--- src/rtl/core/pbp_fifo.sv ---
// ----------------------------------------------------------------------------
// pbp_fifo: two-entry item queue
// Decouples the front end from the back end so each can stall on its own.
// ----------------------------------------------------------------------------
`default_nettype none

module pbp_fifo #(
	parameter int W = 10
) (
	input  wire logic          clk,
	input  wire logic          arst_n,
	input  wire logic          push_valid,
	output logic               push_ready,
	input  wire logic [W-1:0]  push_data,
	output logic               pop_valid,
	input  wire logic          pop_ready,
	output logic [W-1:0]       pop_data
);

	logic [W-1:0] entry_q [2];
	logic         wr_ptr_q, rd_ptr_q;
	logic [1:0]   count_q;
	logic         push, pop;

	assign push_ready = (count_q != 2'd2);
	assign pop_valid  = (count_q != 2'd0);
	assign push       = push_valid && push_ready;
	assign pop        = pop_valid && pop_ready;
	assign pop_data   = entry_q[rd_ptr_q];

	// pointers and fill count
	always_ff @(posedge clk or negedge arst_n) begin
		if (!arst_n) begin
			wr_ptr_q <= 1'b0;
			rd_ptr_q <= 1'b0;
			count_q  <= 2'd0;
		end else begin
			if (push)
				wr_ptr_q <= !wr_ptr_q;
			if (pop)
				rd_ptr_q <= !rd_ptr_q;
			if (push && !pop)
				count_q <= count_q + 2'd1;
			else if (pop && !push)
				count_q <= count_q - 2'd1;
		end
	end

	// storage
	always_ff @(posedge clk) begin
		if (push)
			entry_q[wr_ptr_q] <= push_data;
	end

endmodule

`default_nettype wire

--- config.mk ---
export PLATFORM = sky130hd
export DESIGN_NAME = pbp_fifo
export DESIGN_NICKNAME = d
export VERILOG_FILES = /design/src/rtl/core/pbp_fifo.sv
export SDC_FILE = /design/constraint.sdc
export NUM_CORES = 1
export LEC_CHECK = 0
export ABC_AREA = 1
export ABC_CLOCK_PERIOD_IN_PS = 1900
export BUFFER_PORTS_ARGS = -buffer_cell sky130_fd_sc_hd__buf_2
export CORE_MARGIN = 3
export CORE_UTILIZATION = 53
export CTS_BUF_LIST = sky130_fd_sc_hd__clkbuf_8
export CTS_CLUSTER_SIZE = 16
export DETAILED_ROUTE_END_ITERATION = 7
export HOLD_SLACK_MARGIN = 0.1
export PLACE_DENSITY = 0.83
export SLEW_MARGIN = 20
export SYNTH_ARGS = -nofsm -noshare
export SYNTH_HDL_FRONTEND = slang
export SYNTH_SLANG_ARGS = --single-unit
export TNS_END_PERCENT = 1
--- constraint.sdc ---
create_clock -name clk -period 1.9 [get_ports clk]
set_clock_uncertainty 0.15 [all_clocks]
set_input_delay 0.19 -clock clk [delete_from_list [all_inputs] [get_ports clk]]
set_output_delay 0.19 -clock clk [all_outputs]
set_load 0.02 [all_outputs]
==> impl_metrics.yaml <==
sta:
  post-route-period-util: 0.916
  tightest_slew_ns: 0.245
  clock.fmax_mhz: 574
  drv_slew: 0
  relSlewSlack: 0.837
  layout_min_cycle_time_ns: 1.74
  finalSetupViolCount: 0
  hold_viol: 0
  rsz0062_at_grt: "no"
  final.setup.tns_ns: 0
floorplan:
  coreArea_sq_um: 1610
  rows: 14
  dieWidth_um: 48.9
  die_h_um: 48.9
  design.die.area_sq_um: 2390
  initial_core_util: 0.605
  io_pins: 26
power_and_ir_drop:
  ir_worst_vdd_uv: 1300
  power_density_nw_per_um2: 1550
  leakage_nw: 0.609
worst_setup_path:
  crit_chain: "clkinvlp_4, nand2_1, nand2_1, buf_2"
  crit_top_cell: "nand2_1"
  cp.required_ns: 1.56
  slowest_delay_ns: 0.51
  worstPathArrival_ns: 1.40
  rrSetupSlack_ns: 0.26
  slowest_stage: "dfrtp_2"
  critPathLaunchType: "register"
  worstSetupEndpointType: "primary output"
  reg2reg_depth: 9
  path_class: "reg -> out"
  path_max_fanout: 12
  r2r-end: "count_q[1]"
  r2r-start: "count_q[0]"
clocking:
  cts_max_level: 1
  clk_path_buf_depth: 2
  clock-sinks: 24
  cts_tree: "done"
  root_buffer: "clkbuf_8"
  worstSkewPairLatency_ns: 0.26
  cts_made_buffers: 3
  clkTransAtPathRegs_ns: 0.08
detailed_routing:
  drc: 0
  ant_nets: 0
  drt-initial-drc-count: 15
  via_count: 693
  viasPerCell: 4.71
  dr.pass1.iters: 4
  avgRoutedWirePerCell_um: 13.9
  wl_um: 2040
final_layout:
  area_growth_pct: 37.0
  nFillCells: 97
  seq_area_sq_um: 702
  fin_cells: 147
  drive_gt1_frac: 0.325
  postLayoutCoreUtil: 0.828
  fin_nets: 139
  multi_input_area_sq_um: 231
  diodes: 0
yosys:
  syn_area_per_cell_sq_um: 12.0
  synth_top_area_cell: "edfxtp_1"
  synth_nets: 96
  yosysWarningCount: 0
  seq_area_frac_synth: 0.719
  synth_top_area_frac: 0.616
  yosysUniqueCellTypes: 15
  syn_inst: 81
  ys_seq_elements: 24
  synth.cell_area_sq_um: 975
  synthTopCellsByArea: "edfxtp_1, nand2_1, dfrtp_1, nand2_4, inv_1"
global_routing:
  grt_pass1_wl_um: 3390
  grt_max_degree: 15
  overflow: 0
  antenna_found_initial: 0
  grt_pass1_vias: 719
  grt_usage: 0.187
placement:
  place_congestion: 0.676
  place_hpwl_um: 1160
  io_buffers: 25
  dp.cells: 130
outcome:
  status: "completed"
job:
  cap_violations: 0
hold_path:
  hp-class: "in -> async"
==> per-layer routing <==
metal / track usage / vias to the layer above / wire, um / part of all wire
li1: - / 345 / - / -
met1: 0.217 / 319 / 802 / 0.39
met2: 0.348 / 25 / 1120 / 0.55
met3: 0.0336 / 4 / 84 / 0.041
met4: 0.0569 / 0 / 25 / 0.012
met5: 0 / - / 0 / 0
==> state kept, by name, indices dropped and copies added, names as in the netlist <==
signal / flops
rd_ptr_q: 1
count_q: 2
entry_q: 20
wr_ptr_q: 1
==> cell usage in the layout (no fill, tap or decap) <==
cell	count
nand2_1	36
buf_2	25
inv_2	2
edfxtp_1	20
nand2_4	2
clkinvlp_4	1
ha_1	1
inv_1	4
dfrtp_1	3
xnor2_1	1
clkbuf_8	3
dlygate4sd3_1	13
bufinv_16	1
buf_4	2
nand4_1	1
nor2_1	2
nand2_2	2
xor2_2	1
dfrtp_2	1
nand3_1	2
==> report_power, final <==
part / internal, mW / switching, mW
combinational: 0.273 / 0.534
sequential: 0.733 / 0.0988
clock: 0.281 / 0.153
total: 1.29 / 0.786
==> per-stage QoR <==
stage / worst slack (ns) / cell area, sq um / hold WS (ns) / power (mW)
finish: 0.159 / 1340 / 0.137 / 2.07
CTS: 0.0875 / 1330 / 0.106 / 2.06
global placement: 0.403 / 1130 / -0.150 / 1.56
global route: 0.0864 / 1340 / 0.156 / 2.19
detailed placement: 0.356 / 1130 / -0.148 / 1.59
floorplan: 0.309 / 975 / -0.256 / 1.37
==> synth_stat cells, drive strengths merged <==
cell,number
nor2,2
nand3,2
nand2,40
edfxtp,20
nand4,1
ha,1
xnor2,1
buf,2
inv,7
xor2,1
dfrtp,4
==> worst max-delay path, delay by kind of cell (launching register included) <==
kind | cells | cell delay (ns)
flops | 1 | 0.51
simple gates | 2 | 0.21
buf+inv | 2 | 0.42
==> worst max-delay path by stage <==
stage          startpoint       endpoint  slack [ns]  cells after the start
3_5_place_dp   count_q[0]     count_q[1]        0.36                      9
2_1_floorplan  count_q[0]  entry_q[0][0]        0.31                      4
4_1_cts          rd_ptr_q    pop_data[6]        0.09                      4
6_report         rd_ptr_q    pop_data[6]        0.16                      4
3_3_place_gp   count_q[0]     count_q[1]        0.40                      9
5_1_grt          rd_ptr_q    pop_data[8]        0.09                      4
==> what timing repair did <==
action,CTS,global route
hold endpoints to repair,26,0
endpoints found under the setup margin,0,2
resized for setup,0,2
hold buffers,13,0
setup buffers,0,0
==> final cells by class <==
type                    instances  area share
flip-flops and latches         24       0.526
clock buffers                   3      0.0309
multi-input cells              48       0.173
inverters                       7      0.0225
repair buffers                 40       0.202
well taps                      24      0.0225
clock inverters                 1      0.0225
==> cells by family (layout without fill, tap and decap cells) <==
family / count (synthesis) / in the layout / share of synthesized area
xor+xnor: 2 / 2 / 0.0257
buf+inv: 9 / 51 / 0.0436
fa+ha+maj: 1 / 1 / 0.0128
flops: 24 / 24 / 0.719
simple gates: 45 / 45 / 0.199
No activity file was read; power rests on OpenSTA's default activity.
