===== src/rtl/core/pbp_pkg.sv =====
// ----------------------------------------------------------------------------
// pbp_pkg: perceptron branch predictor shared definitions
// Field widths, operation and register codes, reset values and weight limits.
// ----------------------------------------------------------------------------
`default_nettype none

package pbp_pkg;

	// word field widths
	localparam int ADDR_W = 32;
	localparam int WT_W   = 8;
	localparam int SUM_W  = 13;

	// configuration port
	localparam int CFG_IDX_W  = 1;
	localparam int CFG_DATA_W = 8;
	localparam int THR_W      = 8;
	localparam int SHIFT_W    = 3;

	localparam logic [CFG_IDX_W-1:0] REG_TRAIN_THRESHOLD = 1'b0;
	localparam logic [CFG_IDX_W-1:0] REG_ADDRESS_SHIFT   = 1'b1;

	localparam logic [THR_W-1:0]   THR_RESET   = 8'd75;
	localparam logic [SHIFT_W-1:0] SHIFT_RESET = 3'd3;

	// operation codes
	localparam logic OP_LOOKUP = 1'b0;
	localparam logic OP_UPDATE = 1'b1;

	// saturation limits
	localparam int SUM_MIN = -4096;
	localparam int SUM_MAX = 4095;
	localparam int W_MIN   = -128;
	localparam int W_MAX   = 127;

endpackage

`default_nettype wire


===== src/rtl/core/pbp_req_if.sv =====
// ----------------------------------------------------------------------------
// pbp_req_if: request channel
// Valid/ready channel carrying one lookup or update word.
// ----------------------------------------------------------------------------
`default_nettype none

interface pbp_req_if;
	logic                        valid;
	logic                        ready;
	logic                        operation;
	logic [pbp_pkg::ADDR_W-1:0]  branch_address;
	logic                        outcome_taken;

	modport source (output valid, operation, branch_address, outcome_taken, input ready);
	modport sink   (input valid, operation, branch_address, outcome_taken, output ready);
endinterface

`default_nettype wire


===== src/rtl/core/pbp_front.sv =====
// ----------------------------------------------------------------------------
// pbp_front: request front end
// Accepts request words, shifts the address and reduces it modulo the
// table size by reciprocal multiplication, then hands a row-indexed item on.
// ----------------------------------------------------------------------------
`default_nettype none

module pbp_front #(
	parameter int TABLE_ENTRIES = 256,
	localparam int RW = $clog2(TABLE_ENTRIES),
	localparam int ITEM_W = RW + 2
) (
	input  wire logic                         clk,
	input  wire logic                         arst_n,
	pbp_req_if.sink                           req,
	input  wire logic [pbp_pkg::SHIFT_W-1:0]  addr_shift,
	input  wire logic                         hold,
	output logic                              item_valid,
	output logic [ITEM_W-1:0]                 item,
	input  wire logic                         item_ready
);

	localparam int AW = pbp_pkg::ADDR_W;
	// floor(2^32 / N): the quotient estimate is exact or one short
	localparam logic [AW-1:0] RECIP = AW'((64'd1 << AW) / TABLE_ENTRIES);
	localparam logic [AW-1:0] DIVISOR = AW'(TABLE_ENTRIES);

	logic v_s1, v_s2, v_s3, v_s4;
	logic op_s1, op_s2, op_s3, op_s4;
	logic tk_s1, tk_s2, tk_s3, tk_s4;
	logic [AW-1:0] x_s1, x_s2, x_s3;
	logic [AW-1:0] quo_s2, qn_s3;
	logic [RW-1:0] row_s4;
	logic adv;
	logic [2*AW-1:0] prod;
	logic [AW-1:0] rem_raw, rem_fix;

	// whole pipe advances unless the last stage is blocked
	assign adv = !v_s4 || item_ready;
	assign req.ready = adv && !hold;

	// stage valids
	always_ff @(posedge clk or negedge arst_n) begin
		if (!arst_n) begin
			v_s1 <= 1'b0;
			v_s2 <= 1'b0;
			v_s3 <= 1'b0;
			v_s4 <= 1'b0;
		end else if (adv) begin
			v_s1 <= req.valid && req.ready;
			v_s2 <= v_s1;
			v_s3 <= v_s2;
			v_s4 <= v_s3;
		end
	end

	// reduction arithmetic
	assign prod    = (2*AW)'(x_s1) * (2*AW)'(RECIP);
	assign rem_raw = x_s3 - qn_s3;
	assign rem_fix = (rem_raw >= DIVISOR) ? (rem_raw - DIVISOR) : rem_raw;

	// stage payloads
	always_ff @(posedge clk) begin
		if (adv) begin
			op_s1  <= req.operation;
			tk_s1  <= req.outcome_taken;
			x_s1   <= req.branch_address >> addr_shift;

			op_s2  <= op_s1;
			tk_s2  <= tk_s1;
			x_s2   <= x_s1;
			quo_s2 <= prod[2*AW-1:AW];

			op_s3  <= op_s2;
			tk_s3  <= tk_s2;
			x_s3   <= x_s2;
			qn_s3  <= AW'(quo_s2 * DIVISOR);

			op_s4  <= op_s3;
			tk_s4  <= tk_s3;
			row_s4 <= rem_fix[RW-1:0];
		end
	end

	assign item_valid = v_s4;
	assign item       = {op_s4, tk_s4, row_s4};

endmodule

`default_nettype wire


===== src/flat_wrapper.sv =====
// flat-port wrapper written by rule: the top's interface ports become plain ports
module pbp_front_flat 
#(
	parameter int TABLE_ENTRIES = 256,
	localparam int RW = $clog2(TABLE_ENTRIES),
	localparam int ITEM_W = RW + 2
)
  (clk, arst_n, addr_shift, hold, item_valid, item, item_ready, req_valid, req_operation, req_branch_address, req_outcome_taken, req_ready);
  pbp_req_if req_i ();
  input  wire logic clk;
  input  wire logic arst_n;
  input  wire logic [pbp_pkg::SHIFT_W-1:0] addr_shift;
  input  wire logic hold;
  output logic item_valid;
  output logic [ITEM_W-1:0] item;
  input  wire logic item_ready;
  input wire logic [$bits(req_i.valid)-1:0] req_valid;
  input wire logic [$bits(req_i.operation)-1:0] req_operation;
  input wire logic [$bits(req_i.branch_address)-1:0] req_branch_address;
  input wire logic [$bits(req_i.outcome_taken)-1:0] req_outcome_taken;
  output wire logic [$bits(req_i.ready)-1:0] req_ready;
  assign req_i.valid = req_valid;
  assign req_i.operation = req_operation;
  assign req_i.branch_address = req_branch_address;
  assign req_i.outcome_taken = req_outcome_taken;
  assign req_ready = req_i.ready;
  pbp_front #(.TABLE_ENTRIES(TABLE_ENTRIES)) u_core (.clk(clk), .arst_n(arst_n), .req(req_i), .addr_shift(addr_shift), .hold(hold), .item_valid(item_valid), .item(item), .item_ready(item_ready));
endmodule

===== config.mk =====
export PLATFORM = sky130hd
export DESIGN_NAME = pbp_front_flat
export DESIGN_NICKNAME = d
export VERILOG_FILES = /design/src/rtl/core/pbp_pkg.sv /design/src/rtl/core/pbp_req_if.sv /design/src/rtl/core/pbp_front.sv /design/src/flat_wrapper.sv
export SDC_FILE = /design/constraint.sdc
export NUM_CORES = 1
export LEC_CHECK = 0
export ABC_AREA = 1
export BUFFER_PORTS_ARGS = -buffer_cell sky130_fd_sc_hd__buf_4
export CAP_MARGIN = 20
export CORE_UTILIZATION = 40
export DETAILED_ROUTE_END_ITERATION = 6
export SLEW_MARGIN = 20
export SYNTH_ARGS = -nofsm -noshare
export SYNTH_HDL_FRONTEND = slang
export SYNTH_SLANG_ARGS = --single-unit

===== constraint.sdc =====
create_clock -name clk -period 1.75 [get_ports clk]
set_input_delay 0.175 -clock clk [delete_from_list [all_inputs] [get_ports clk]]
set_output_delay 0.175 -clock clk [all_outputs]
set_load 0.005 [all_outputs]

==> reports/qor.yml, run 1 <==
synth_cells: 155
slew_viol_final: 0
grt_pass1_wl_um: 4750
worstSkewPairLatency_ns: 0.29
cp.required_ns: 1.57
grt-busiest-layer: "met2"
synthXorXnorAreaFrac: 0
cts_tree: "done"
use_met1: 0.137
avgViaCountPerCell: 4.94
worst_pin_slew_ns: 0.368
power_mw: 2.96
syn_area_sq_um: 1820
worstPathArrival_ns: 1.36
seq_area_frac_synth: 0.716
status: "finished clean"
wire_per_inst_um: 11.0
slew_headroom: 0.755
finalSetupTns_ns: 0
period_share: 0.878
die-area_sq_um: 4820
synth_simple_gate_area_frac: 0.211
min_path_type: "in2reg"
dp_cells: 235
fin_cells: 244
layout_commonest_cell: "nand2_1"
antenna_found_initial: 0
layout-drive-gt1-share: 0.255
antenna_cells: 0
cts_setup_buffers: 0
met3_usage: 0.0436
crit_type: "reg2out"
postRouteAntennaNets: 0
hpwl_um: 1880
die_w_um: 69.4
totalWireLength_um: 2670
core_sq_um: 4350
final.setup_skew_ns: 0.00850
period_minus_slack_ns: 1.54
irDropWorstVdd_uv: 410
synth_fa_ha_area_frac: 0
finalSetupViolations: 0
row_count: 24
rsz0062_at_grt: "false"
clk_pin_slew_ns: 0.08
die_y_um: 69.4
vias: 1205
cts_buffers: 5
synth_cell_types: 16
drt_iter0_markers: 93
pwr_density_cell_nw_per_um2: 1330
grt.overflow.total: 0
startpoint_type: "register"
synthToLayoutAreaGrowth_pct: 22.6
layout.nets: 233
synth_seq_cells: 44
initial_core_util: 0.417
p_leak_nw: 0.985
holdWs_ns: 0.0577
maxCapViolCount: 0
drc_errors: 0
port_buffers: 36
cts-root-buf: "clkbuf_8"
grt_start_max_net_pins: 27
cts.sinks: 44
clock_path_buffers: 2
grt_use_met2: 0.208
timing.fmax_mhz: 651
htree_levels: 2
layout_common_cells: "45 x nand2_1, 40 x edfxtp_1, 37 x nand3_1"
synth-compound-area-share: 0.00826
track_usage: 0.125
synth_top_family_by_area: "simple AND/OR/NAND/NOR gates"
synth.area.mux_share: 0
first_pass_iters: 4
crit_path_end_kind: "output pin"
critPathMaxFanout: 26
grt_pass1_vias: 1137
synthesis.nets: 197
ys_warn_count: 0
avgSynthCellArea_sq_um: 11.7
hold_viol_final: 0
finalWeightedCongestion: 0.851
io_pins: 54
## per-stage QoR
stage	setup slack, ns	cell area, sq um	utilization
5_1_grt	0.0709	2230	0.511
6_report	0.214	2230	0.511
3_5_place_dp	0.276	2100	0.483
3_3_place_gp	0.323	2100	0.483
4_1_cts	0.0106	2220	0.511
2_1_floorplan	0.249	1820	-
## synthesized netlist by cell type
library cell / count / area, sq um
inv_2: 1 / 3.75
inv_1: 10 / 37.5
buf_4: 2 / 15.0
o21ai_0: 3 / 15.0
clkbuf_2: 1 / 5.00
nand2_2: 2 / 12.5
or2_1: 1 / 6.26
dfrtp_1: 4 / 100
nand3b_1: 1 / 7.51
buf_6: 3 / 33.8
nand3_1: 37 / 185
buf_2: 3 / 15.0
edfxtp_1: 40 / 1200
nor2_1: 1 / 3.75
inv_4: 1 / 6.26
nand2_1: 45 / 169
## per-layer routing
metal  vias to the layer above  routed length, um  share of wire
met5                         -                  0              0
met1                       548               1140           0.43
met2                        50               1280           0.48
li1                        601                  -              -
met3                         6                188          0.070
met4                         0                 60          0.022
## kinds of logic after synthesis
family                 count (synthesis)
buffers and inverters                 21
flip-flops                            44
AND/OR/NAND/NOR                       87
AO/OA/AOI/OAI                          3
## worst max-delay path: stages, from the launching register on
cell and delay [ns]:
dfrtp_1 0.38, inv_1 0.05, or2_4 0.34, inv_2 0.08, nor2_1 0.11, buf_4 0.12
## sequential cells by signal, summed over array words and instances, names as in the netlist, 8 cells and up
name and cells:
u_core.x_s3 8, u_core.x_s1 8, u_core.row_s4 8, u_core.x_s2 8
## power breakdown
group	switching [mW]	internal, mW	total, mW	leakage, nW
clock network	0.322	0.422	0.744	0.0558
registers	0.0905	1.62	1.71	0.468
logic	0.254	0.251	0.504	0.462
## area by class of cell
| cell class | count | area (sq um) |
|---|---|---|
| Tap cell | 52 | 65.1 |
| Timing Repair Buffer | 38 | 300 |
| Clock buffer | 5 | 68.8 |
| Sequential cell | 44 | 1300 |
| Multi-Input combinational cell | 90 | 402 |
| Fill cell | 355 | 2130 |
| Clock inverter | 3 | 42.5 |
| Inverter | 12 | 47.5 |
## final timing paths
kind	start	to	slack, ns	cells past startpoint
setup / recovery	u_core.item_valid	req_ready	0.21	5
hold / removal	req_outcome_taken	u_core.tk_s1	0.06	1
setup reg to reg	u_core.item_valid	u_core.x_s1[7]	0.47	3
hold reg to reg	u_core.x_s2[0]	u_core.x_s3[0]	0.41	0
max in group asynchronous	arst_n	u_core.v_s2	1.44	2
min in group asynchronous	arst_n	u_core.item_valid	0.21	2
## timing repair
item,in CTS,in global routing
hold buffers,1,0
gates resized for setup,0,1
setup endpoints to repair,0,1
endpoints found under the hold margin,4,0
(Power assumes the default switching activity.)
==> run 2, diff against run 1 <==
--- a/config.mk
+++ b/config.mk
@@ -12,2 +12,3 @@
 export DETAILED_ROUTE_END_ITERATION = 6
+export PLACE_DENSITY = 0.73
 export SLEW_MARGIN = 20
--- a/constraint.sdc
+++ b/constraint.sdc
@@ -3,2 +3,2 @@
 set_output_delay 0.175 -clock clk [all_outputs]
-set_load 0.005 [all_outputs]
+set_load 0.02 [all_outputs]
==> reports/qor.yml, run 2 (same netlist as run 1, synthesis figures left out) <==
status: "finished clean"
antenna_cells: 0
cp_cell_sequence: "inv_1 -> or2_2 -> inv_2 -> nor2_1 -> buf_4"
grt.overflow.total: 0
layout_commonest_cell: "nand2_1"
clk_pin_slew_ns: 0.07
min_path_type: "in2reg"
grt_pass1_vias: 1079
reg2reg_depth: 3
period_share: 0.826
min_to: "u_core.op_s1"
drt_iter0_markers: 54
finalWorstSetupSlack_ns: 0.305
hold_viol_final: 0
final.setup_skew_ns: 0.00698
layout.nets: 233
track_usage: 0.123
vias: 1165
grt_pass1_wl_um: 4600
rr_endpoint: "u_core.x_s1[5]"
worst_pin_slew_ns: 0.476
hpwl_um: 1830
layout_common_cells: "45 x nand2_1, 40 x edfxtp_1, 37 x nand3_1, 37 x buf_4, 10 x inv_1"
fin_area_sq_um: 2180
critical_path.top_delay_family: "simple AND/OR/NAND/NOR gates"
pwr_density_cell_nw_per_um2: 1330
die_y_um: 69.4
grt_start_max_net_pins: 41
slowest_delay_ns: 0.35
p_leak_nw: 0.964
r2r_start: "u_core.item_valid"
wire_per_inst_um: 10.5
min_path_cells: 1
utilization: 0.501
slew_headroom: 0.682
worstSkewPairLatency_ns: 0.29
postRouteAntennaNets: 0
port_buffers: 36
clock_path_buffers: 2
cts_tree: "done"
drc_errors: 0
crit_type: "reg2out"
synthToLayoutAreaGrowth_pct: 20.1
layout-drive-gt1-share: 0.250
finalWeightedCongestion: 0.879
finalSetupTns_ns: 0
antenna_found_initial: 0
timing.fmax_mhz: 692
finalSetupViolations: 0
hold_start: "req_operation"
die_w_um: 69.4
cp_slowest_cell: "dfrtp_1"
avgViaCountPerCell: 4.77
dpl-instance-area_sq_um: 2090
power_mw: 2.90
reg2reg_slack_ns: 0.35
initial_core_util: 0.417
totalWireLength_um: 2570
core_sq_um: 4350
post-place-ws_ns: 0.344
io_pins: 54
htree_levels: 2
row_count: 24
period_minus_slack_ns: 1.44
rsz0062_at_grt: "false"
first_pass_iters: 5
critPathMaxFanout: 7
postCtsResizedCells: 0
irDropWorstVdd_uv: 405
cts-root-buf: "clkbuf_8"
maxCapViolCount: 0
cts.sinks: 44
die-area_sq_um: 4820
slew_viol_final: 0
crit_path_end_kind: "output pin"
cp.required_ns: 1.57
path_buf_inv: 3
worstPathArrival_ns: 1.27
cts_buffers: 5
startpoint_type: "register"
==> run 2: cell types whose count changed in the layout (fill, tap and decap cells not counted), sizes merged <==
cell and change:
clkinv -1, clkbuf +2, bufinv -1
==> run 2: worst max path at each step <==
stage	slack [ns]	cells after the start	start	end
final	0.31	5	u_core.item_valid	req_ready
after global routing	0.21	5	u_core.item_valid	req_ready
after CTS	0.29	5	u_core.item_valid	req_ready
after detailed placement	0.34	3	u_core.item_valid	u_core.x_s2[0]
after global placement	0.39	3	u_core.item_valid	u_core.tk_s1
after floorplan	0.21	5	u_core.item_valid	req_ready
==> run 2: report_power, final <==
group	total (mW)	internal [mW]	switching, mW
clock	0.570	0.279	0.290
combinational	0.621	0.240	0.381
sequential	1.71	1.62	0.0877
==> run 2: worst register-to-register path: stages (launching register included) <==
cell and delay, ns:
dfrtp_1 0.38, inv_1 0.05, or2_2 0.16, buf_4 0.44
==> run 2: through the flow <==
| stage | cells | hold WS (ns) |
|---|---|---|
| finish | 244 | 0.0697 |
| detailed placement | 235 | -0.0249 |
| global route | 244 | 0.0462 |
| CTS | 244 | 0.0567 |
| global placement | 235 | -0.0280 |
| floorplan | 155 | -0.121 |
==> run 2: metal layers <==
layer / global-route usage / vias to the layer above / wire length, um
met4: 0.0544 / 0 / 42
met2: 0.200 / 39 / 1240
li1: - / 600 / -
met3: 0.0436 / 6 / 163
met1: 0.146 / 520 / 1130
met5: 0 / - / 0
==> run 2: timing repair <==
action,in CTS,in global routing
endpoints found under the hold margin,4,0
hold buffers,1,0
setup buffers,0,0
==> run 2: final cells by class <==
class	instances	area, sq um
Fill cell	383	2170
Sequential cell	44	1300
Multi-Input combinational cell	90	399
Timing Repair Buffer	38	288
Clock buffer	7	76.3
Tap cell	52	65.1
Inverter	12	47.5
Clock inverter	1	5.00
==> run 3, diff against run 2 <==
Settings changed: PLACE_DENSITY 0.73 to 0.76.
Clock period 1.75 ns to 1.2 ns, I/O delays scaled along.
==> reports/qor.yml, run 3 (same netlist as run 1, synthesis figures left out) <==
dp_cells: 237
clk_pin_slew_ns: 0.08
slowest_delay_ns: 0.37
drc_errors: 0
track_usage: 0.121
crit_path_end_kind: "output pin"
grt.overflow.total: 0
cp_slowest_cell: "dfrtp_2"
layout.nets: 239
layout-drive-gt1-share: 0.288
row_count: 24
layout_commonest_cell: "nand2_1"
worstPathArrival_ns: 1.15
hold_viol_final: 0
grt_pass1_wl_um: 4530
clock_path_buffers: 2
startpoint_type: "register"
cp_cell_sequence: "inv_2 -> or2_4 -> inv_4 -> nor2_4 -> buf_6"
io_pins: 54
period_share: 1.06
core_sq_um: 4350
cts_buffers: 5
cts-root-buf: "clkbuf_8"
worst_pin_slew_ns: 0.346
slew_headroom: 0.769
die_w_um: 69.4
synthToLayoutAreaGrowth_pct: 25.1
finalWeightedCongestion: 0.856
crit_type: "reg2out"
power_mw: 4.40
cts.sinks: 44
fin_cells: 250
rsz0062_at_grt: "true"
cts_tree: "done"
final.setup_skew_ns: 0.00423
initial_core_util: 0.417
timing.fmax_mhz: 789
antenna_found_initial: 0
die-area_sq_um: 4820
grt_start_max_net_pins: 25
totalWireLength_um: 2630
critPathMaxFanout: 3
htree_levels: 2
post-place-ws_ns: -0.0608
violations: "negative setup slack"
period_minus_slack_ns: 1.27
antenna_cells: 0
cp.required_ns: 1.08
p_leak_nw: 0.997
irDropWorstVdd_uv: 531
holdWs_ns: 0.117
worstSkewPairLatency_ns: 0.29
finalWorstSetupSlack_ns: -0.0669
grt_pass1_vias: 1088
n_fill_cell: 386
finalSetupViolations: 1
drt_iter0_markers: 56
slew_viol_final: 0
hpwl_um: 1860
port_buffers: 36
first_pass_iters: 4
layout_common_cells: "45 x nand2_1, 40 x edfxtp_1, 39 x buf_4"
vias: 1197
min_path_type: "in2reg"
postRouteAntennaNets: 0
pwr_density_cell_nw_per_um2: 1930
wire_per_inst_um: 10.5
avgViaCountPerCell: 4.79
maxCapViolCount: 0
status: "complete, but fails checks"
die_y_um: 69.4
-- run 3: metrics by stage --
stage          instance area, sq um  utilization  TNS (ns)
2_1_floorplan                  1850            -         0
3_3_place_gp                   2140        0.491         0
3_5_place_dp                   2140        0.491   -0.0608
4_1_cts                        2270        0.522    -0.125
5_1_grt                        2270        0.522    -0.186
6_report                       2270        0.522   -0.0669
-- run 3: worst paths after layout --
kind,slack (ns),endpoint,start,depth (start not counted)
max in group asynchronous,0.94,u_core.item_valid,arst_n,2
worst min-delay path,0.12,u_core.v_s1,req_valid,3
worst max register to register,0.01,u_core.row_s4[7],u_core.item_valid,4
min in group asynchronous,0.15,u_core.v_s1,arst_n,2
worst min register to register,0.42,u_core.x_s3[0],u_core.x_s2[0],0
worst max-delay path,-0.07,req_ready,u_core.item_valid,5
-- run 3: routing by layer --
layer  wire [um]  vias up  track usage  share of wire
met3         167        5       0.0509          0.063
met5           0        -            0              0
li1            -      610            -              -
met4          35        0       0.0612          0.013
met2        1350       41        0.200           0.51
met1        1080      541        0.134           0.41
-- run 3: power by group --
| group | total, mW | leakage [nW] | switching (mW) | internal, mW |
|---|---|---|---|---|
| Clock | 0.892 | 0.0404 | 0.481 | 0.411 |
| Sequential | 2.49 | 0.466 | 0.129 | 2.37 |
| Combinational | 1.01 | 0.490 | 0.586 | 0.426 |
-- run 3: layout make-up --
| class | instances | area, sq um | share of cell area |
|---|---|---|---|
| Inverter | 12 | 50.0 | 0.0220 |
| Clock inverter | 3 | 23.8 | 0.0105 |
| Clock buffer | 5 | 68.8 | 0.0303 |
| Tap cell | 52 | 65.1 | 0.0286 |
| Sequential cell | 44 | 1300 | 0.573 |
| Timing Repair Buffer | 44 | 354 | 0.156 |
| Multi-Input combinational cell | 90 | 409 | 0.180 |
-- run 3: critical path: cells and delay by family (launching register included) --
| kind | cells | cell delay (ns) |
|---|---|---|
| buf+inv | 3 | 0.22 |
| simple gates | 2 | 0.28 |
| flops | 1 | 0.37 |
-- run 3: what timing repair did --
item	in CTS	in global routing
gates resized for setup	5	0
setup endpoints to repair	2	26
hold buffers	3	0
pin swaps	2	1
hold endpoints to repair	6	0
buffers inserted	3	0
